### src/sv/lfg_pkg.sv
`default_nettype none
package lfg_pkg;

  localparam int unsigned CountWidth = 16;
  localparam logic [CountWidth-1:0] PERIOD = 16'd512;

  localparam logic [7:0] TOP_LEVEL    = 8'd255;
  localparam logic [7:0] BOTTOM_LEVEL = 8'd128;
  localparam logic [7:0] FLOOR_LEVEL  = 8'd60;
  localparam logic [7:0] DIP_LEN      = 8'd128;
  localparam logic [7:0] SLOPE        = 8'd127;

  localparam logic [31:0] SEED0 = 32'd123456789;
  localparam logic [31:0] SEED1 = 32'd362436069;
  localparam logic [31:0] SEED2 = 32'd521288629;
  localparam logic [31:0] SEED3 = 32'd88675123;

endpackage
`default_nettype wire

### src/sv/led_flicker_generator_core.sv
// channel  dir  handshake                data
// s        in   s_tvalid / s_tready      s_tdata[7:0]  ceiling
// m        out  m_tvalid / m_tready      m_tdata[7:0]  brightness
// cfg      in   cfg_valid / cfg_ready    cfg_data[7:0] enable_level
//
// a tick passes through S_MUL1, S_MUL2, S_DIV and S_DONE into the output register (a period
// end adds S_RNG first for the generator step); the sequencer shares one 8x8 multiplier.
// the next tick is taken only once the sequencer is back in S_IDLE, so no new tick is accepted while one is in flight.
// a disabled tick goes straight from S_IDLE to S_DONE.
// rst (synchronous) restores the seed words, enable level 255 and the counter.
// the finished result sits in the output register while m_tready is low.
`default_nettype none
module led_flicker_generator_core
  import lfg_pkg::*;
(
  input  wire logic       clk,
  input  wire logic       rst,
  input  wire logic       s_tvalid,
  output logic            s_tready,
  input  wire logic [7:0] s_tdata,   // [7:0] ceiling
  output logic            m_tvalid,
  input  wire logic       m_tready,
  output logic [7:0]      m_tdata,   // [7:0] brightness
  input  wire logic       cfg_valid,
  output logic            cfg_ready,
  input  wire logic [7:0] cfg_data   // [7:0] enable_level
);

  localparam logic [2:0] S_IDLE = 3'd0;
  localparam logic [2:0] S_RNG  = 3'd1;
  localparam logic [2:0] S_MUL1 = 3'd2;
  localparam logic [2:0] S_MUL2 = 3'd3;
  localparam logic [2:0] S_DIV  = 3'd4;
  localparam logic [2:0] S_DONE = 3'd5;

  logic [2:0]            state;
  logic [7:0]            enable_level;
  logic [CountWidth-1:0] tick_count;
  logic [6:0]            dip_start;
  logic [31:0]           w0, w1, w2, w3;
  logic [7:0]            maxb;
  logic                  in_win;
  logic                  rising;
  logic [15:0]           prod;
  logic [7:0]            res;

  logic [7:0]            mul_a, mul_b;
  logic [15:0]           mul_p;
  logic [31:0]           rng_t, rng_w3_next;
  logic [CountWidth-1:0] win_end, k_full;
  logic [7:0]            level;
  logic [16:0]           div_sum;
  logic [7:0]            quot;
  logic                  load_res;

  assign s_tready  = (state == S_IDLE);
  assign cfg_ready = 1'b1;
  assign m_tdata   = res;

  // output register takes a new result when empty or being drained
  assign load_res = (state == S_DONE) && (!m_tvalid || m_tready);

  // xorshift128 step
  assign rng_t       = w0 ^ (w0 << 11);
  assign rng_w3_next = w3 ^ (w3 >> 19) ^ rng_t ^ (rng_t >> 8);

  assign win_end = CountWidth'(dip_start) + CountWidth'(DIP_LEN);
  assign k_full  = tick_count - CountWidth'(dip_start);

  always_comb begin
    if (!in_win) begin
      level = TOP_LEVEL;
    end else if (rising) begin
      level = BOTTOM_LEVEL + prod[13:6];
    end else begin
      level = TOP_LEVEL - prod[13:6];
    end
  end

  // shared multiplier: slope step first, then brightness scaling
  always_comb begin
    if (state == S_MUL1) begin
      mul_a = SLOPE;
      mul_b = {2'b00, k_full[5:0]};
    end else begin
      mul_a = level;
      mul_b = maxb;
    end
  end
  assign mul_p = mul_a * mul_b;

  // floor(x/255) for x a product of two 8-bit values (up to 65025)
  assign div_sum = 17'(prod) + 17'(prod[15:8]) + 17'd1;
  assign quot    = div_sum[15:8];

  always_ff @(posedge clk) begin
    if (rst) begin
      state        <= S_IDLE;
      enable_level <= 8'd255;
      tick_count   <= PERIOD;
      dip_start    <= 7'd0;
      w0           <= SEED0;
      w1           <= SEED1;
      w2           <= SEED2;
      w3           <= SEED3;
      m_tvalid     <= 1'b0;
    end else begin
      if (cfg_valid) begin
        enable_level <= cfg_data;
      end
      if (load_res) begin
        m_tvalid <= 1'b1;
      end else if (m_tready) begin
        m_tvalid <= 1'b0;
      end
      unique case (state)
        S_IDLE: begin
          if (s_tvalid) begin
            maxb <= s_tdata;
            priority if (enable_level == 8'd0) begin
              prod  <= 16'd0;
              state <= S_DONE;
            end else if (tick_count >= PERIOD) begin
              state <= S_RNG;
            end else begin
              state <= S_MUL1;
            end
          end
        end
        S_RNG: begin
          w0         <= w1;
          w1         <= w2;
          w2         <= w3;
          w3         <= rng_w3_next;
          dip_start  <= rng_w3_next[6:0];
          tick_count <= '0;
          state      <= S_MUL1;
        end
        S_MUL1: begin
          in_win <= (tick_count >= CountWidth'(dip_start)) && (tick_count < win_end);
          rising <= k_full[6];
          prod   <= mul_p;
          state  <= S_MUL2;
        end
        S_MUL2: begin
          prod  <= mul_p;
          state <= S_DIV;
        end
        S_DIV: begin
          prod       <= {8'd0, (quot < FLOOR_LEVEL) ? FLOOR_LEVEL : quot};
          tick_count <= tick_count + CountWidth'(1);
          state      <= S_DONE;
        end
        S_DONE: begin
          if (load_res) begin
            res   <= prod[7:0];
            state <= S_IDLE;
          end
        end
        default: begin
          state <= S_IDLE;
        end
      endcase
    end
  end

endmodule
`default_nettype wire

### config.mk
export PLATFORM = sky130hd
export DESIGN_NAME = led_flicker_generator_core
export DESIGN_NICKNAME = d
export VERILOG_FILES = /design/src/sv/lfg_pkg.sv /design/src/sv/led_flicker_generator_core.sv
export SDC_FILE = /design/constraint.sdc
export NUM_CORES = 1
export LEC_CHECK = 0
export BUFFER_PORTS_ARGS = -buffer_cell sky130_fd_sc_hd__buf_4
export CAP_MARGIN = 5
export CORE_MARGIN = 2
export CORE_UTILIZATION = 60
export CTS_BUF_LIST = sky130_fd_sc_hd__clkbuf_2
export DETAILED_ROUTE_END_ITERATION = 12
export GPL_TIMING_DRIVEN = 1
export PLACE_DENSITY_LB_ADDON = 0.05
export SYNTH_ARGS = -nofsm -noshare
export SYNTH_HDL_FRONTEND = slang
export SYNTH_SLANG_ARGS = --single-unit
### constraint.sdc
create_clock -name clk -period 7.1 [get_ports clk]
set_clock_uncertainty 0.05 [all_clocks]
set_input_delay 1.42 -clock clk [delete_from_list [all_inputs] [get_ports clk]]
set_output_delay 1.42 -clock clk [all_outputs]
set_load 0.03 [all_outputs]
* After elaboration in Yosys (flattened, before gate mapping)
Index checks and enable logic that the tools add are counted. W data, S select, Z words.
Operators by class: multiplexer cells 16, order comparisons 4, multipliers 1, reduce and logical (&&, ||, !) cells 15, bitwise operators 5, equal/unequal tests 8, $add $sub $neg 7
Operator list (number):
- $xor A32 B32 Y32 | 2
- $pmux W16 S3 | 1
- $mux W8 | 5
- $add A16 B1 Y16 const B | 2
- $mux W16 | 2
- $pmux W16 S2 | 1
- $xor A32 B13 Y32 | 1
- $xor A32 B24 Y32 | 1
- $pmux W3 S6 | 1
- $add A16 B8 Y16 | 1
- $ge A16 B10 Y1 const B | 1
- $ge A16 B7 Y1 | 1
- $lt A16 B9 Y1 | 1
- $mul A8 B8 Y16 | 1
- $add A7 B8 Y9 const B | 1
- $mux W3 | 3
- $add A8 B8 Y8 const A | 1
- $logic_not A8 Y1 | 1
- $lt A8 B6 Y1 const B | 1
- $sub A8 B8 Y8 const A | 1
- $sub A7 B7 Y7 | 1
- $eq A3 B2 Y1 const B | 2
- $eq A3 B3 Y1 const B | 2
- $reduce_and A3 Y1 | 2
- other kinds (15) | 20
Storage, ports and cells: output and inout bits 11, logic and storage cells 70, register bits after elaboration 197

* Depth between registers and ports, before layout
depth after elaboration 6, gate-level depth with buffers 23, mapped depth without buffers 23

* Worst setup path before layout
Ideal clock, no wire load.
path type register to register, start point reg tick_count[0], end point reg prod[14] (data pin), arrival 5488 ps, slack 1286 ps, path buffers 0, setup time 276 ps, cell stages (with the launch flop) 23, clock period less this slack 5814 ps, cells stage by stage dfxtp_1 inv_1 ha_1 inv_1 fa_1 a21o_1 a21oi_1 xnor2_1 mux2i_1 nor2_1 fa_1 inv_1 fa_1 inv_1 fa_1 inv_1 fa_1 inv_1 ha_1 a21oi_1 o211ai_1 a2111oi_0 o31ai_1
Between the ends: longest elaborated chain between the ends 4
Ends and longest elaborated chain:
- start, declared | RTL line led_flicker_generator_core.sv:38 | logic [CountWidth-1:0] tick_count;
- start signal, assigned | RTL line led_flicker_generator_core.sv:151 | tick_count <= tick_count + CountWidth'(1);
- $sub A7 B7 Y7 | RTL line led_flicker_generator_core.sv:68 | assign k_full = tick_count - CountWidth'(dip_start);
- $mux W8 | RTL line led_flicker_generator_core.sv:82 | if (state == S_MUL1) begin
- $mul A8 B8 Y16 | RTL line led_flicker_generator_core.sv:90 | assign mul_p = mul_a * mul_b;
- $pmux W16 S3 | RTL line led_flicker_generator_core.sv:116 | unique case (state)
- end signal, assigned | RTL line led_flicker_generator_core.sv:142 | prod <= mul_p;
- end signal, assigned | RTL line led_flicker_generator_core.sv:146 | prod <= mul_p;
- end signal, assigned | RTL line led_flicker_generator_core.sv:150 | prod <= {8'd0, (quot < FLOOR_LEVEL) ? FLOOR_LEVEL : quot};
- end, declared | RTL line led_flicker_generator_core.sv:44 | logic [15:0] prod;
No other way between the ends. A chain may end at the register's enable or synchronous reset.

* Worst setup path in the final report
start point reg state[2], end point reg prod[14] (data pin)
Between the ends: longest elaborated chain between the ends 4
Ends and longest elaborated chain:
- start, declared | RTL line led_flicker_generator_core.sv:36 | logic [2:0] state;
- start signal, assigned | RTL line led_flicker_generator_core.sv:98 | state <= S_IDLE;
- start signal, assigned | RTL line led_flicker_generator_core.sv:122 | state <= S_DONE;
- start signal, assigned | RTL line led_flicker_generator_core.sv:124 | state <= S_RNG;
- $eq A3 B2 Y1 | RTL line led_flicker_generator_core.sv:82, led_flicker_generator_core.sv:116
- $mux W8 | RTL line led_flicker_generator_core.sv:82
- $mul A8 B8 Y16 | RTL line led_flicker_generator_core.sv:90
- $pmux W16 S3 (*) | RTL line led_flicker_generator_core.sv:116
Mark *: on every way between the ends. The rest lies on a longest branch, timed or not.

==> metrics.md <==
| Metric | Value |
|---|---|
| Multi-input logic area | 0.005898 mm^2 |
| P_sw | 2.694 mW |
| Post-synth top flop | dfxtp_1 |
| Die height | 137.1 um |
| Post-CTS sizing | 0 |
| Crit path time final | 6.434 ns |
| Buffer count from post-CTS setup fixing | 0 |
| Critical Path AT | 6.99 ns |
| Setup crit start kind | register |
| Syn avg cell area | 8.577 um^2 |
| GP Congestion | 0.8657 |
| Maximum VDD drop | 1.388 mV |
| Die W | 137.1 um |
| Clock Root Buffer | clkbuf_2 |
| H-tree depth | 4 |
| DR DRC count | 0 |
| Element type at the critical path end | register |
| Post-synthesis cell type count | 65 |
| Max-cap violation count | 0 |
| M1 WL | 9629 um |
| Post-DR wirelength/cell | 14.36 um |
| Count leader, synth | nand2_1 |
| Via count | 8,209 |
| Vias in the first global route | 7,445 |
| First-pass GRT wire length | 35,250 um |
| Clock transition at the registers of the reported paths | 0.30 ns |
| Sequential share of the synthesized area | 0.3972 |
| First-pass DRT Iterations | 5 |
| Rows | 48 |
| Ys async rst share | 0 |
| Initial antenna violation count | 1 |
| Worst Path Required | 7.66 ns |
| HP Class | register to register |
| Yosys warns | 0 |
| Cts hold-fix bufs | 0 |
| Hpwl dp | 14,940 um |
| Synth top area cells | dfxtp_1, edfxtp_1, nand2_1 |
| Clock Sinks | 194 |
| CP startpoint | state[2] |
| Sequential Area | 0.004224 mm^2 |
| Vias per Instance | 5.554 |
| Util after Layout | 0.6511 |
| Setup ws final | 0.6657 ns |
| Die area | 0.01881 mm^2 |
| Fillers | 1,538 |
| CP Max Fanout | 12 |
| RSZ-0062 raised after global routing | no |
| R2R Path Start | state[2] |
| #FFs+latches synth | 194 |
| Final net count | 1,348 |
| Reg2reg end | prod[14] |
| Yosys top cell area share | 0.3012 |
| Internal | 3.049 mW |
| Layout cells sized above 1 | 0.07674 |
| Max_slew headroom | 0.2951 |
| CTS tree | done |
| Synthesized area | 0.01064 mm^2 |
| Initial Util | 0.6149 |
| Setup crit end | prod[14] |
| Period utilization | 0.9062 |
| Power Dens Cells | 509.9 mW/mm^2 |
| Reg power frac | 0.248 |
| Crit path kind | register to register |
| Dpl ws | 0.7263 ns |
| Total gr overflow | 0 |
| DR top layer | met4 |
| Synth cell count leaders | nand2_1, dfxtp_1, a21oi_1, nor2_1, inv_1 |
| R2R Setup Slk | 0.67 ns |
| Post-synth EDFFs | 34 |
| Worst Hold Slack | 0.4084 ns |
| Worst Tran Pin Value | 1.049 ns |
| Syn-to-layout area delta | 5.895% |
| GRT Resource Usage Total | 0.2342 |
| Combinational Power Share | 0.654 |
| Run status | completed |
| Final ANT Viol Nets | 0 |
| Final WL | 21,230 um |
| Mapped Cells | 1,240 |
| Core Region | 0.01730 mm^2 |
| Clk pwr share | 0.099 |
| Top Ports | 32 |
| Met2 wire length | 10,360 um |
| Post-Syn Nets | 1,350 |
| Clock buffer depth | 2 |
| Final TNS setup | 0 ns |
| Starting DRT DRC Count | 451 |
| Fmax | 155.4 MHz |
| Dominant cell type by area after synthesis | dfxtp_1 |
| Fin. Hold Viols | 0 |
| Met3 wire len | 625 um |
| Setup violations, final | 0 |
| R2r worst-path depth | 20 |
| Sw Share | 0.4691 |
| Port Buf Inserts | 30 |
| Fin. max-slew vios | 0 |
| Worst-Skew Late Latency | 0.77 ns |
| Largest net degree at the start of global routing | 89 |
| Leak | 4.548 nW |
| CTS buffer count | 17 |
## worst min path at each step
stage / from / end / slack, ns / cells after the start
2_1_floorplan: w2[11] / w1[11] / 0.38 / 2
3_3_place_gp: w2[29] / w1[29] / 0.39 / 2
3_5_place_dp: w1[23] / w0[23] / 0.39 / 2
4_1_cts: w1[1] / w0[1] / 0.40 / 2
5_1_grt: w1[1] / w0[1] / 0.41 / 2
6_report: w1[27] / w0[27] / 0.41 / 2
## registers in the layout, summed over array words and instances (netlist names)
register      flops
dip_start         6
enable_level      8
in_win            1
m_tdata           8
m_tvalid          1
maxb              8
prod             16
rising            1
state             3
tick_count       16
w0               32
w1               32
w2               32
w3               30
## worst max-delay path, stage by stage, from the launching register on
cell and delay, ns:
dfxtp_1 0.61, nor2b_1 0.09, buf_4 0.17, nand2b_1 0.38, nand2_1 0.25, nor2_1 0.51
nor2_1 0.15, fa_1 0.55, inv_1 0.05, fa_1 0.47, inv_1 0.05, fa_1 0.53
inv_1 0.06, fa_1 0.54, inv_1 0.05, ha_1 0.35, a21oi_1 0.26, o211ai_1 0.25
a2111oi_0 0.60, o211ai_1 0.18, o31ai_1 0.09
## stage by stage
stage               power, mW  cell area, um^2  std cells
finish                  5.742            11260       1478
global route            6.328            11260       1478
CTS                     5.781            11260       1476
detailed placement      5.176            11000       1444
global placement        5.115            11000       1444
floorplan               4.302            10640       1240
## layout make-up
cell class / instances / share of cell area
diodes: 2 / 0.0004444
clock buffers: 17 / 0.007555
clock inverters: 15 / 0.01555
inverters: 76 / 0.02533
multi-input cells: 908 / 0.5237
flip-flops and latches: 194 / 0.3751
well taps: 225 / 0.02500
repair buffers: 41 / 0.02733
## placed cells by master, fill, tap and decap left out, types with 22 or more instances in the layout
cell type,netlist,layout
nand3_1,71,70
xnor2_1,73,73
nor2_1,89,89
dfxtp_1,160,160
edfxtp_1,34,34
ha_1,52,52
or3_1,25,25
nand2_1,238,238
o21ai_0,44,44
inv_1,74,74
fa_1,37,37
xor2_1,22,22
a21oi_1,100,100
buf_4,1,41
## logic make-up (layout without fill, tap and decap cells)
group	Yosys count	count (layout)	synth area share
and+or+nand+nor	499	499	0.2118
buffers and inverters	138	149	0.04988
muxes	18	18	0.01753
other	1	3	0.0003526
AOI/OAI and AO/OA	206	206	0.1142
xor gates and xnor gates	95	95	0.07823
DFF	194	194	0.3972
adders and majority gates	89	89	0.1308
## layer usage
layer,track usage,vias to the layer above
li1,-,4163
met3,0.04000,39
met5,0,-
met2,0.3966,126
met4,0.09393,0
met1,0.2971,3881
## power by group through the flow
stage          registers [mW]  logic [mW]  clock network, mW
2_1_floorplan            1.40        2.90                  0
3_3_place_gp             1.44        3.67                  0
3_5_place_dp             1.44        3.73                  0
4_1_cts                  1.42        3.77              0.586
5_1_grt                  1.44        4.26              0.631
6_report                 1.42        3.75              0.567
No activity file was read; power rests on OpenSTA's default activity.
